[config.mk]
export PLATFORM = sky130hd
export DESIGN_NAME = moving_average_filter_core
export DESIGN_NICKNAME = d
export VERILOG_FILES = /design/src/rtl/mavg_pkg.sv /design/src/rtl/mavg_ram.sv /design/src/rtl/mavg_div.sv /design/src/rtl/moving_average_filter_core.sv
export SDC_FILE = /design/constraint.sdc
export NUM_CORES = 2
export LEC_CHECK = 0
export BUFFER_PORTS_ARGS = -buffer_cell sky130_fd_sc_hd__buf_2
export CAP_MARGIN = 20
export CORE_UTILIZATION = 57
export DETAILED_ROUTE_END_ITERATION = 12
export PLACE_DENSITY = 0.78
export REMOVE_ABC_BUFFERS = 1
export SLEW_MARGIN = 30
export SYNTH_ARGS = -nofsm -noshare
export SYNTH_HDL_FRONTEND = slang
export SYNTH_SLANG_ARGS = --single-unit
export TNS_END_PERCENT = 5
[constraint.sdc]
create_clock -name clk_i -period 9.45 [get_ports clk_i]
set_clock_uncertainty 0.05 [all_clocks]
set_input_delay 1.4175 -clock clk_i [delete_from_list [all_inputs] [get_ports clk_i]]
set_output_delay 1.4175 -clock clk_i [all_outputs]
set_load 0.02 [all_outputs]
[src/rtl/mavg_pkg.sv]
`timescale 1ns / 1ps
`default_nettype none

package mavg_pkg;

  localparam int SAMPLE_W  = 16;
  localparam int CNT_W     = 7;
  // 7-bit window times 16-bit sample needs 23 bits signed
  localparam int SUM_W     = SAMPLE_W + CNT_W;
  localparam int DIV_STEPS = SUM_W;
  localparam int STEP_W    = $clog2(DIV_STEPS + 1);

  typedef enum logic [1:0] {
    ST_IDLE,
    ST_UPD,
    ST_DIV,
    ST_OUT
  } mavg_state_e;

  typedef struct packed {
    logic busy;
    logic done;
  } div_stat_t;

endpackage

`default_nettype wire

[src/rtl/mavg_ram.sv]
`timescale 1ns / 1ps
`default_nettype none

module mavg_ram #(
  parameter int WIDTH = 16,
  parameter int DEPTH = 64,
  parameter int AW    = (DEPTH > 1) ? $clog2(DEPTH) : 1
) (
  input  wire logic             clk_i,
  input  wire logic             we_i,
  input  wire logic [AW-1:0]    waddr_i,
  input  wire logic [WIDTH-1:0] wdata_i,
  input  wire logic             re_i,
  input  wire logic [AW-1:0]    raddr_i,
  output logic      [WIDTH-1:0] rdata_o
);

  logic [WIDTH-1:0] mem_q [DEPTH];
  logic [WIDTH-1:0] rdata_q;

  always_ff @(posedge clk_i) begin
    if (we_i) begin
      mem_q[waddr_i] <= wdata_i;
    end
    if (re_i) begin
      rdata_q <= mem_q[raddr_i];
    end
  end

  assign rdata_o = rdata_q;

endmodule

`default_nettype wire

[src/rtl/mavg_div.sv]
`timescale 1ns / 1ps
`default_nettype none

module mavg_div
  import mavg_pkg::*;
(
  input  wire logic                       clk_i,
  input  wire logic                       rst_ni,
  input  wire logic                       start_i,
  input  wire logic signed [SUM_W-1:0]    dividend_i,
  input  wire logic        [CNT_W-1:0]    divisor_i,
  output div_stat_t                       stat_o,
  output logic signed      [SAMPLE_W-1:0] quotient_o
);

  logic [STEP_W-1:0] step_q, step_d;
  logic              busy_q, busy_d;
  logic              done_q, done_d;
  logic              neg_q, neg_d;
  logic [CNT_W-1:0]  div_q, div_d;
  logic [CNT_W-1:0]  rem_q, rem_d;
  logic [SUM_W-1:0]  quo_q, quo_d;
  logic [CNT_W:0]    trial;
  logic              ge;
  logic [SUM_W-1:0]  quo_signed;

  assign trial = {rem_q, quo_q[SUM_W-1]};
  assign ge    = trial >= {1'b0, div_q};

  always_comb begin
    step_d = step_q;
    busy_d = busy_q;
    done_d = 1'b0;
    neg_d  = neg_q;
    div_d  = div_q;
    rem_d  = rem_q;
    quo_d  = quo_q;
    if (start_i) begin
      busy_d = 1'b1;
      step_d = STEP_W'(DIV_STEPS);
      neg_d  = dividend_i[SUM_W-1];
      div_d  = divisor_i;
      rem_d  = '0;
      quo_d  = dividend_i[SUM_W-1] ? SUM_W'(-dividend_i) : SUM_W'(dividend_i);
    end else if (busy_q) begin
      // one restoring step: shift in next dividend bit, subtract if it fits
      rem_d  = ge ? CNT_W'(trial - {1'b0, div_q}) : trial[CNT_W-1:0];
      quo_d  = {quo_q[SUM_W-2:0], ge};
      step_d = step_q - STEP_W'(1);
      if (step_q == STEP_W'(1)) begin
        busy_d = 1'b0;
        done_d = 1'b1;
      end
    end
  end

  always_ff @(posedge clk_i or negedge rst_ni) begin
    if (!rst_ni) begin
      step_q <= '0;
      busy_q <= 1'b0;
      done_q <= 1'b0;
    end else begin
      step_q <= step_d;
      busy_q <= busy_d;
      done_q <= done_d;
    end
  end

  always_ff @(posedge clk_i) begin
    neg_q <= neg_d;
    div_q <= div_d;
    rem_q <= rem_d;
    quo_q <= quo_d;
  end

  // restore sign: truncation toward zero
  assign quo_signed  = neg_q ? SUM_W'(-quo_q) : quo_q;
  assign quotient_o  = quo_signed[SAMPLE_W-1:0];
  assign stat_o.busy = busy_q;
  assign stat_o.done = done_q;

endmodule

`default_nettype wire

[src/rtl/moving_average_filter_core.sv]
// Moving average core: one item in, one mean out.
// An accepted item passes through ST_UPD (table update), then a 23-step
// restoring divider shared for every mean, then ST_OUT to the output register.
// No new item is taken before the last one has reached the output register;
// in_stall_o is high while an item is at work.
// Reset: window 8 (capped at MAX_WINDOW), history empty, no result pending.
`timescale 1ns / 1ps
`default_nettype none

module moving_average_filter_core
  import mavg_pkg::*;
#(
  parameter int MAX_WINDOW = 64
) (
  input  wire logic                       clk_i,
  input  wire logic                       rst_ni,
  input  wire logic                       cfg_valid_i,
  output logic                            cfg_ready_o,
  input  wire logic        [CNT_W-1:0]    cfg_window_size_i,
  input  wire logic                       in_valid_i,
  output logic                            in_stall_o,
  input  wire logic signed [SAMPLE_W-1:0] sample_i,
  output logic                            out_valid_o,
  input  wire logic                       out_stall_i,
  output logic signed      [SAMPLE_W-1:0] average_o,
  output logic             [CNT_W-1:0]    held_count_o
);

  localparam int AW = (MAX_WINDOW > 1) ? $clog2(MAX_WINDOW) : 1;
  localparam logic [CNT_W-1:0] WIN_CAP =
      (MAX_WINDOW > (2**CNT_W - 1)) ? CNT_W'(2**CNT_W - 1) : CNT_W'(MAX_WINDOW);
  localparam logic [CNT_W-1:0] WIN_RST = (WIN_CAP < CNT_W'(8)) ? WIN_CAP : CNT_W'(8);

  mavg_state_e state_q, state_d;

  logic        [CNT_W-1:0]    win_q, win_d;
  logic        [CNT_W-1:0]    oldest_q, oldest_d;
  logic        [CNT_W-1:0]    fill_q, fill_d;
  logic signed [SUM_W-1:0]    sum_q, sum_d;
  logic signed [SAMPLE_W-1:0] sample_q;
  logic                       out_valid_q, out_valid_d;
  logic signed [SAMPLE_W-1:0] avg_q;
  logic        [CNT_W-1:0]    held_q;

  logic                       in_acc;
  logic                       cfg_acc;
  logic                       out_free;
  logic                       out_load;
  logic        [CNT_W-1:0]    win_sat;
  logic        [CNT_W-1:0]    oldest_eff;
  logic        [CNT_W:0]      slot_sum;
  logic        [CNT_W-1:0]    slot;
  logic        [CNT_W-1:0]    oldest_inc;
  logic                       full;
  logic signed [SAMPLE_W-1:0] old_sample;
  logic                       ram_we;
  logic        [AW-1:0]       ram_waddr;
  logic                       div_start;
  div_stat_t                  div_stat;
  logic signed [SAMPLE_W-1:0] div_quo;

  assign cfg_ready_o = 1'b1;
  assign cfg_acc     = cfg_valid_i && cfg_ready_o;
  assign in_acc      = in_valid_i && !in_stall_o;
  assign out_free    = !out_valid_q || !out_stall_i;

  assign win_sat = (cfg_window_size_i == '0) ? CNT_W'(1) :
                   (cfg_window_size_i > WIN_CAP) ? WIN_CAP : cfg_window_size_i;

  assign oldest_eff = (oldest_q >= win_q) ? '0 : oldest_q;
  assign full       = fill_q >= win_q;
  assign slot_sum   = {1'b0, oldest_eff} + {1'b0, fill_q};
  assign slot       = (slot_sum >= {1'b0, win_q}) ? CNT_W'(slot_sum - {1'b0, win_q})
                                                  : slot_sum[CNT_W-1:0];
  assign oldest_inc = (oldest_eff + CNT_W'(1) == win_q) ? '0 : oldest_eff + CNT_W'(1);

  mavg_ram #(
    .WIDTH(SAMPLE_W),
    .DEPTH(MAX_WINDOW),
    .AW   (AW)
  ) u_store (
    .clk_i  (clk_i),
    .we_i   (ram_we),
    .waddr_i(ram_waddr),
    .wdata_i(sample_q),
    .re_i   (in_acc),
    .raddr_i(AW'(oldest_eff)),
    .rdata_o(old_sample)
  );

  mavg_div u_div (
    .clk_i     (clk_i),
    .rst_ni    (rst_ni),
    .start_i   (div_start),
    .dividend_i(sum_d),
    .divisor_i (fill_d),
    .stat_o    (div_stat),
    .quotient_o(div_quo)
  );

  always_comb begin
    state_d     = state_q;
    win_d       = win_q;
    oldest_d    = oldest_q;
    fill_d      = fill_q;
    sum_d       = sum_q;
    out_valid_d = out_valid_q;
    in_stall_o  = 1'b1;
    ram_we      = 1'b0;
    ram_waddr   = AW'(slot);
    div_start   = 1'b0;
    out_load    = 1'b0;

    if (out_valid_q && !out_stall_i) begin
      out_valid_d = 1'b0;
    end

    case (state_q)
      ST_IDLE: begin
        in_stall_o = 1'b0;
        if (in_valid_i) begin
          state_d = ST_UPD;
        end
      end
      ST_UPD: begin
        // old sample read back from the store is valid here
        ram_we    = 1'b1;
        div_start = 1'b1;
        oldest_d  = oldest_eff;
        if (!full) begin
          ram_waddr = AW'(slot);
          fill_d    = fill_q + CNT_W'(1);
          sum_d     = sum_q + SUM_W'(sample_q);
        end else begin
          ram_waddr = AW'(oldest_eff);
          sum_d     = sum_q + SUM_W'(sample_q) - SUM_W'(old_sample);
          oldest_d  = oldest_inc;
        end
        state_d = ST_DIV;
      end
      ST_DIV: begin
        if (div_stat.done) begin
          state_d = ST_OUT;
        end
      end
      ST_OUT: begin
        // hold the mean until the output register frees up
        if (out_free) begin
          out_load    = 1'b1;
          out_valid_d = 1'b1;
          state_d     = ST_IDLE;
        end
      end
      default: begin
        state_d = ST_IDLE;
      end
    endcase

    if (cfg_acc) begin
      win_d    = win_sat;
      oldest_d = '0;
      fill_d   = '0;
      sum_d    = '0;
    end
  end

  always_ff @(posedge clk_i or negedge rst_ni) begin
    if (!rst_ni) begin
      state_q     <= ST_IDLE;
      win_q       <= WIN_RST;
      oldest_q    <= '0;
      fill_q      <= '0;
      sum_q       <= '0;
      out_valid_q <= 1'b0;
    end else begin
      state_q     <= state_d;
      win_q       <= win_d;
      oldest_q    <= oldest_d;
      fill_q      <= fill_d;
      sum_q       <= sum_d;
      out_valid_q <= out_valid_d;
    end
  end

  always_ff @(posedge clk_i) begin
    if (in_acc) begin
      sample_q <= sample_i;
    end
    if (out_load) begin
      avg_q  <= div_quo;
      held_q <= fill_q;
    end
  end

  assign out_valid_o  = out_valid_q;
  assign average_o    = avg_q;
  assign held_count_o = held_q;

endmodule

`default_nettype wire

Word level (Yosys, flattened, before mapping)
Memory sizes are Yosys's and may differ from the RTL's. A register that Yosys moved wholly into a read port is not among the register bits.
Index checks and enable logic that the tools add are counted.
{"block": "totals", "reg_bits": 131, "ramBits": 1024, "inputBits": 28, "n_memories": 1}
{"block": "op_classes", "add_sub_neg": 10, "order_cmp": 5, "eq_ne": 8, "n_mux": 42, "reduce_logical": 10}
{"name": "u_store.mem_q", "words": 64, "width": 16, "read_ports": 1, "rd_ports_with_merged_regs": 1, "write_ports": 1, "line": "mavg_ram.sv:18", "rtl": "logic [WIDTH-1:0] mem_q [DEPTH];"}
{"operator": "two-way mux 23 bit", "count": 6}
{"operator": "two-way mux 7 bit", "count": 11}
{"operator": "adder 23 x 16 -> 23 bit", "count": 1}
{"operator": "negation 23 bit", "count": 1}
{"operator": "subtractor 23 x 16 -> 23 bit", "count": 1}
{"operator": "two-way mux 6 bit", "count": 3}
{"operator": ">= comparator 8 x 7 -> 1 bit", "count": 2}
{"operator": "two-way mux 16 bit", "count": 1}
{"operator": "negation 16 bit", "count": 1}
{"operator": "two-way mux 1 bit", "count": 15}
{"operator": "adder 7 x 1 -> 7 bit (second input constant)", "count": 2}
{"operator": ">= comparator 7 bit", "count": 2}
{"operator": "two-way mux 5 bit", "count": 2}
{"operator": "adder 7 x 7 -> 8 bit", "count": 1}
{"operator": "case mux 2 bit (4 select lines)", "count": 1}
{"operator": "equality test 7 bit", "count": 1}
{"operator": "greater-than comparator 7 bit (second input constant)", "count": 1}
{"operator": "logical NOT 7 bit", "count": 1}
{"operator": "subtractor 7 bit", "count": 1}
{"operator": "two-way mux 2 bit", "count": 3}
{"operator": "subtractor 6 bit", "count": 1}
{"operator": "equality test 5 x 1 -> 1 bit (second input constant)", "count": 1}
{"operator": "subtractor 5 x 1 -> 5 bit (second input constant)", "count": 1}
{"operator": "equality test 2 bit (second input constant)", "count": 2}
{"operator": "9 further kinds", "count": 13}

Longest topological paths before layout
{"block": "depth", "ltp_word": 8, "mapped_depth": 32, "mapped_depth_nobuf": 26}

Modules after synthesis
From an unflattened synthesis, not the netlist that was laid out.
{"block": "unflattened", "cells_unflattened": 2907, "area_unflattened_um2": 50201.9}
{"mod": "mavg_ram", "n_inst": 1, "cells_each": 1829, "area_each_um2": 40202.3, "seq_area_each_um2": 31230.0}
{"mod": "moving_average_filter_core", "n_inst": 1, "cells_each": 759, "area_each_um2": 6982.9, "seq_area_each_um2": 2348.5}
{"mod": "mavg_div", "n_inst": 1, "cells_each": 319, "area_each_um2": 3016.6, "seq_area_each_um2": 1246.2}

Least setup slack after synthesis
No wires, ideal clock.
{"block": "synth_path", "kind": "reg2reg", "startpoint": "register oldest_q[0]", "endpoint": "memory u_store.mem_q[32][0], enable pin", "arrival_ps": 7396, "t_required_ps": 8987, "path_slack_ps": 1591, "path_stages_with_launch": 28, "n_path_buf": 5, "period_less_slack_ps": 7859, "cell_sequence": "dfrtp_1 inv_2 clkbuf_1 buf_1 ha_1 nand2b_1 a21o_1 a21o_1 a21oi_1 o21ai_1 inv_1 clkbuf_1 clkbuf_1 buf_1 ha_1 fa_1 xor2_1 ha_1 nor2b_1 o21ai_1 a31oi_1 o21a_1 o21a_1 a2111oi_4 mux2i_1 a21oi_1 and4_1 nor3b_1"}
{"block": "synth_via", "elab_chain_cells": 7}
{"element": "start, declared", "line": "moving_average_filter_core.sv:37", "rtl": "logic [CNT_W-1:0] oldest_q, oldest_d;"}
{"element": "start signal, assigned", "line": "moving_average_filter_core.sv:178", "rtl": "oldest_q <= oldest_d;"}
{"element": ">= comparator 7 bit", "line": "moving_average_filter_core.sv:70", "rtl": "assign oldest_eff = (oldest_q >= win_q) ? '0 : oldest_q;"}
{"element": "two-way mux 7 bit (*)", "line": "moving_average_filter_core.sv:70"}
{"element": "adder 7 x 7 -> 8 bit", "line": "moving_average_filter_core.sv:72", "rtl": "assign slot_sum = {1'b0, oldest_eff} + {1'b0, fill_q};"}
{"element": ">= comparator 8 x 7 -> 1 bit / subtractor 6 bit (equally long branches)", "line": "moving_average_filter_core.sv:73", "rtl": "assign slot = (slot_sum >= {1'b0, win_q}) ? CNT_W'(slot_sum - {1'b0, win_q})"}
{"element": "two-way mux 6 bit", "line": "moving_average_filter_core.sv:73"}
{"element": "two-way mux 6 bit", "line": "moving_average_filter_core.sv:130", "rtl": "if (!full) begin"}
{"element": "two-way mux 6 bit (*)", "line": "moving_average_filter_core.sv:118", "rtl": "case (state_q)"}
{"element": "end, declared", "line": "mavg_ram.sv:18"}
Every way passes the cells marked *; elsewhere a longest branch is shown, timed or not.

Final worst setup path
{"block": "layout_path", "startpoint": "register oldest_q[0]", "endpoint": "memory u_store.mem_q[50][12], enable pin"}
The elaborated chain is that of the path after synthesis.

==> flow_summary.ini <==
[power_and_ir_drop]
p_sw_mw = 5.36
total_power_mw = 15.7
power-per-cell-area_nw_per_um2 = 279
vdd_ir_drop_max_mv = 0.249
p_seq_frac = 0.410
p_sw_frac = 0.342
p_leak_nw = 19.3
power_frac_clock = 0.275
combinationalPowerShare = 0.315
intPower_mw = 10.3

[place]
dp_cells = 4942
gp_congestion = 0.959
placedInstanceArea_um2 = 52600
portBuffers = 52
dpl.hpwl_mm = 79.8

[synthesis]
synth_compound_area_frac = 0.113
yosys.area_share.simple = 0.111
synth-edff-count = 1110
synth_area_um2 = 50800
ys_ff_latch = 1171
synth.mux.area_fraction = 0.0252
synth_top_family_by_area = compound AO/OA/AOI/OAI gates
synth_ff_type = edfxtp_1
synth_fa_ha_area_frac = 0.0241
seq_area_frac_synth = 0.686
synth_cell_types = 86
async_flop_share = 0.0461
postSynthAreaPerCell_um2 = 13.2
ys_warn_count = 0
synth_xor_area_frac = 0.0160
post_synth_inst_count = 3850

[setup_path]
crit_end = u_store.mem_q[50][12]
critPathCaptureType = flip-flop
cp-startpoint = oldest_q[0]
critPathKind = flip-flop to flip-flop
slowest_stage = nor2_2
r2r_start = oldest_q[0]
reg2reg_setup_slack_ps = 1120
crit_fanout = 31
arrival_ps = 8600
critPathLaunchType = flip-flop
r2r_end = u_store.mem_q[50][12]
required_ps = 9720
cp_num_buf_inv = 4
cp_common_cell = ha_1
crit_path_max_incr_delay_ps = 920
reg2regPathDepth = 26
critPathTopFamily = simple AND/OR/NAND/NOR gates
cp.depth = 26

[final_layout]
fillers = 6326
layout_common_cells = 1110 x edfxtp_1, 508 x nand2_1, 258 x nor2_1
fin_area_um2 = 56100
fin_cells = 5147
layout-drive-gt1-share = 0.100
syn2layout_area_growth_pct = 10.5
nets = 4014
final_common_cell = edfxtp_1

[floorplanning]
dieArea_um2 = 90300
die_x_um = 300
initial_core_util = 0.575
ios = 54
die_h_um = 300
row_count = 109
core_region_area_um2 = 88200

[cts]
htreeDepth = 3
cts-root-buf = clkbuf_16
clk_pin_slew_ps = 60
clkSinkCount = 1171
cts.path.max_buffers = 3
cts_resized = 0
post_cts_buffers = 0
cts_tree = done
clkLatencyLatePin_ps = 690
cts_buffers = 112
cts_hold_buffers = 0

[grt]
antenna_found_initial = 4
grt_pass1_vias = 32400
grt.total_usage = 0.295
grt_pass1_wl_mm = 198
grt_max_degree = 176
grt-ovfl-total = 0

[drt]
dr.max_layer_used = met5
drt-met1-wl_mm = 50.5
routed_wl_mm = 135
dr_wl_met2_mm = 62.0
wire_per_inst_um = 26.2
dr.pass1.iters = 8
route.detailed.drc = 0
vias = 33700
wl_met3_mm = 13.7
drt_iter0_drc = 4812
vias_per_cell = 6.55
ant_nets = 0

[sta]
slew_headroom = 0.237
period_share = 0.882
clock.fmax_ghz = 0.120
rsz0062_at_grt = no
tightest_slew_ps = 1140
hold_viol = 0
whs_ps = 424
slew_violations = 0
min_period_ps = 8330
setup_tns_ps = 0
setup_viol = 0

[outcome]
outcome = completed

[worst_hold_path]
hp-start = u_div.rem_q[6]
hp-class = flip-flop to flip-flop

[flow_run]
max-cap-violations = 0
## worst reg2reg max path: cells and delay by family (launching register included)
family | cells | cell delay [ps]
DFF | 1 | 600
adders and majority gates | 3 | 880
muxes | 1 | 260
buffers and inverters | 4 | 550
AOI/OAI and AO/OA | 9 | 2650
and+or+nand+nor | 8 | 2770
xor gates and xnor gates | 1 | 180
## cell usage after synthesis (27+ instances only)
master	instances	area, µm²
nor2b_1	30	188
a21oi_1	143	716
clkbuf_1	206	773
dfrtp_1	53	1330
o22ai_1	40	250
inv_1	85	319
nand2_1	511	1920
nor2_1	271	1020
a31oi_1	27	169
o2111ai_1	40	350
or3_1	28	175
and2_1	34	213
buf_1	29	109
xnor2_1	70	613
o21ai_0	151	756
ha_1	90	1130
nor4_1	32	200
nand3_1	55	275
a211oi_1	57	428
mux2i_1	110	1100
edfxtp_1	1110	33300
and3_1	98	613
nor3_1	85	425
a311oi_1	92	806
o221ai_1	50	438
a21o_1	28	210
## final cells by class
class / instances / area (µm²) / area share
multi-input combinational: 2353 / 14800 / 0.264
timing repair buffer: 164 / 1150 / 0.0204
inverter: 89 / 345 / 0.00616
antenna: 1 / 2.50 / 0.0000446
clock inverter: 65 / 566 / 0.0101
sequential: 1171 / 34800 / 0.621
clock buffer: 139 / 2930 / 0.0521
tap: 1165 / 1460 / 0.0260
## layer usage
layer | track usage | vias up
met5 | 0 | -
met4 | 0.165 | 4
met3 | 0.0473 | 413
met2 | 0.463 | 2129
met1 | 0.396 | 16300
li1 | - | 14800
## logic make-up after synthesis
group                    count (synthesis)
adder cells (fa/ha/maj)                 95
AND/OR/NAND/NOR                       1230
multiplexers                           126
AO/OA/AOI/OAI                          808
other                                    1
flip-flops                            1171
buffers and inverters                  326
XOR/XNOR                                93
## worst min-delay path by stage
stage | depth (start not counted) | end | slack (ps)
finish | 2 | u_div.rem_q[6] | 420
global route | 0 | average_o[0] | 440
CTS | 2 | u_div.rem_q[6] | 430
detailed placement | 2 | u_div.rem_q[6] | 420
global placement | 2 | u_div.rem_q[6] | 410
floorplan | 0 | average_o[0] | 380
## registers in the layout, indices dropped and copies added, names as in the netlist, 2 cells and up
| register | count |
|---|---|
| u_store.mem_q | 1024 |
| sum_q | 23 |
| u_div.quo_q | 23 |
| average_o | 16 |
| sample_q | 16 |
| u_store.rdata_o | 16 |
| fill_q | 7 |
| held_count_o | 7 |
| oldest_q | 7 |
| u_div.div_q | 7 |
| u_div.rem_q | 7 |
| win_q | 7 |
| u_div.step_q | 5 |
| state_q | 2 |
## per-stage QoR
step / setup slack, ps / util
after CTS: 1070 / 0.636
after global placement: 969 / 0.596
after global routing: 599 / 0.636
after floorplan: -18440 / -
final: 1120 / 0.636
after detailed placement: 1050 / 0.596
## power by group through the flow
stage	sequential, mW	clock (mW)	combinational [mW]
finish	6.42	4.31	4.93
global route	6.45	4.51	5.32
CTS	6.41	4.33	4.84
detailed placement	6.52	0	4.81
global placement	6.51	0	4.69
floorplan	6.68	0	3.36
No activity file was read; power rests on OpenSTA's default activity.
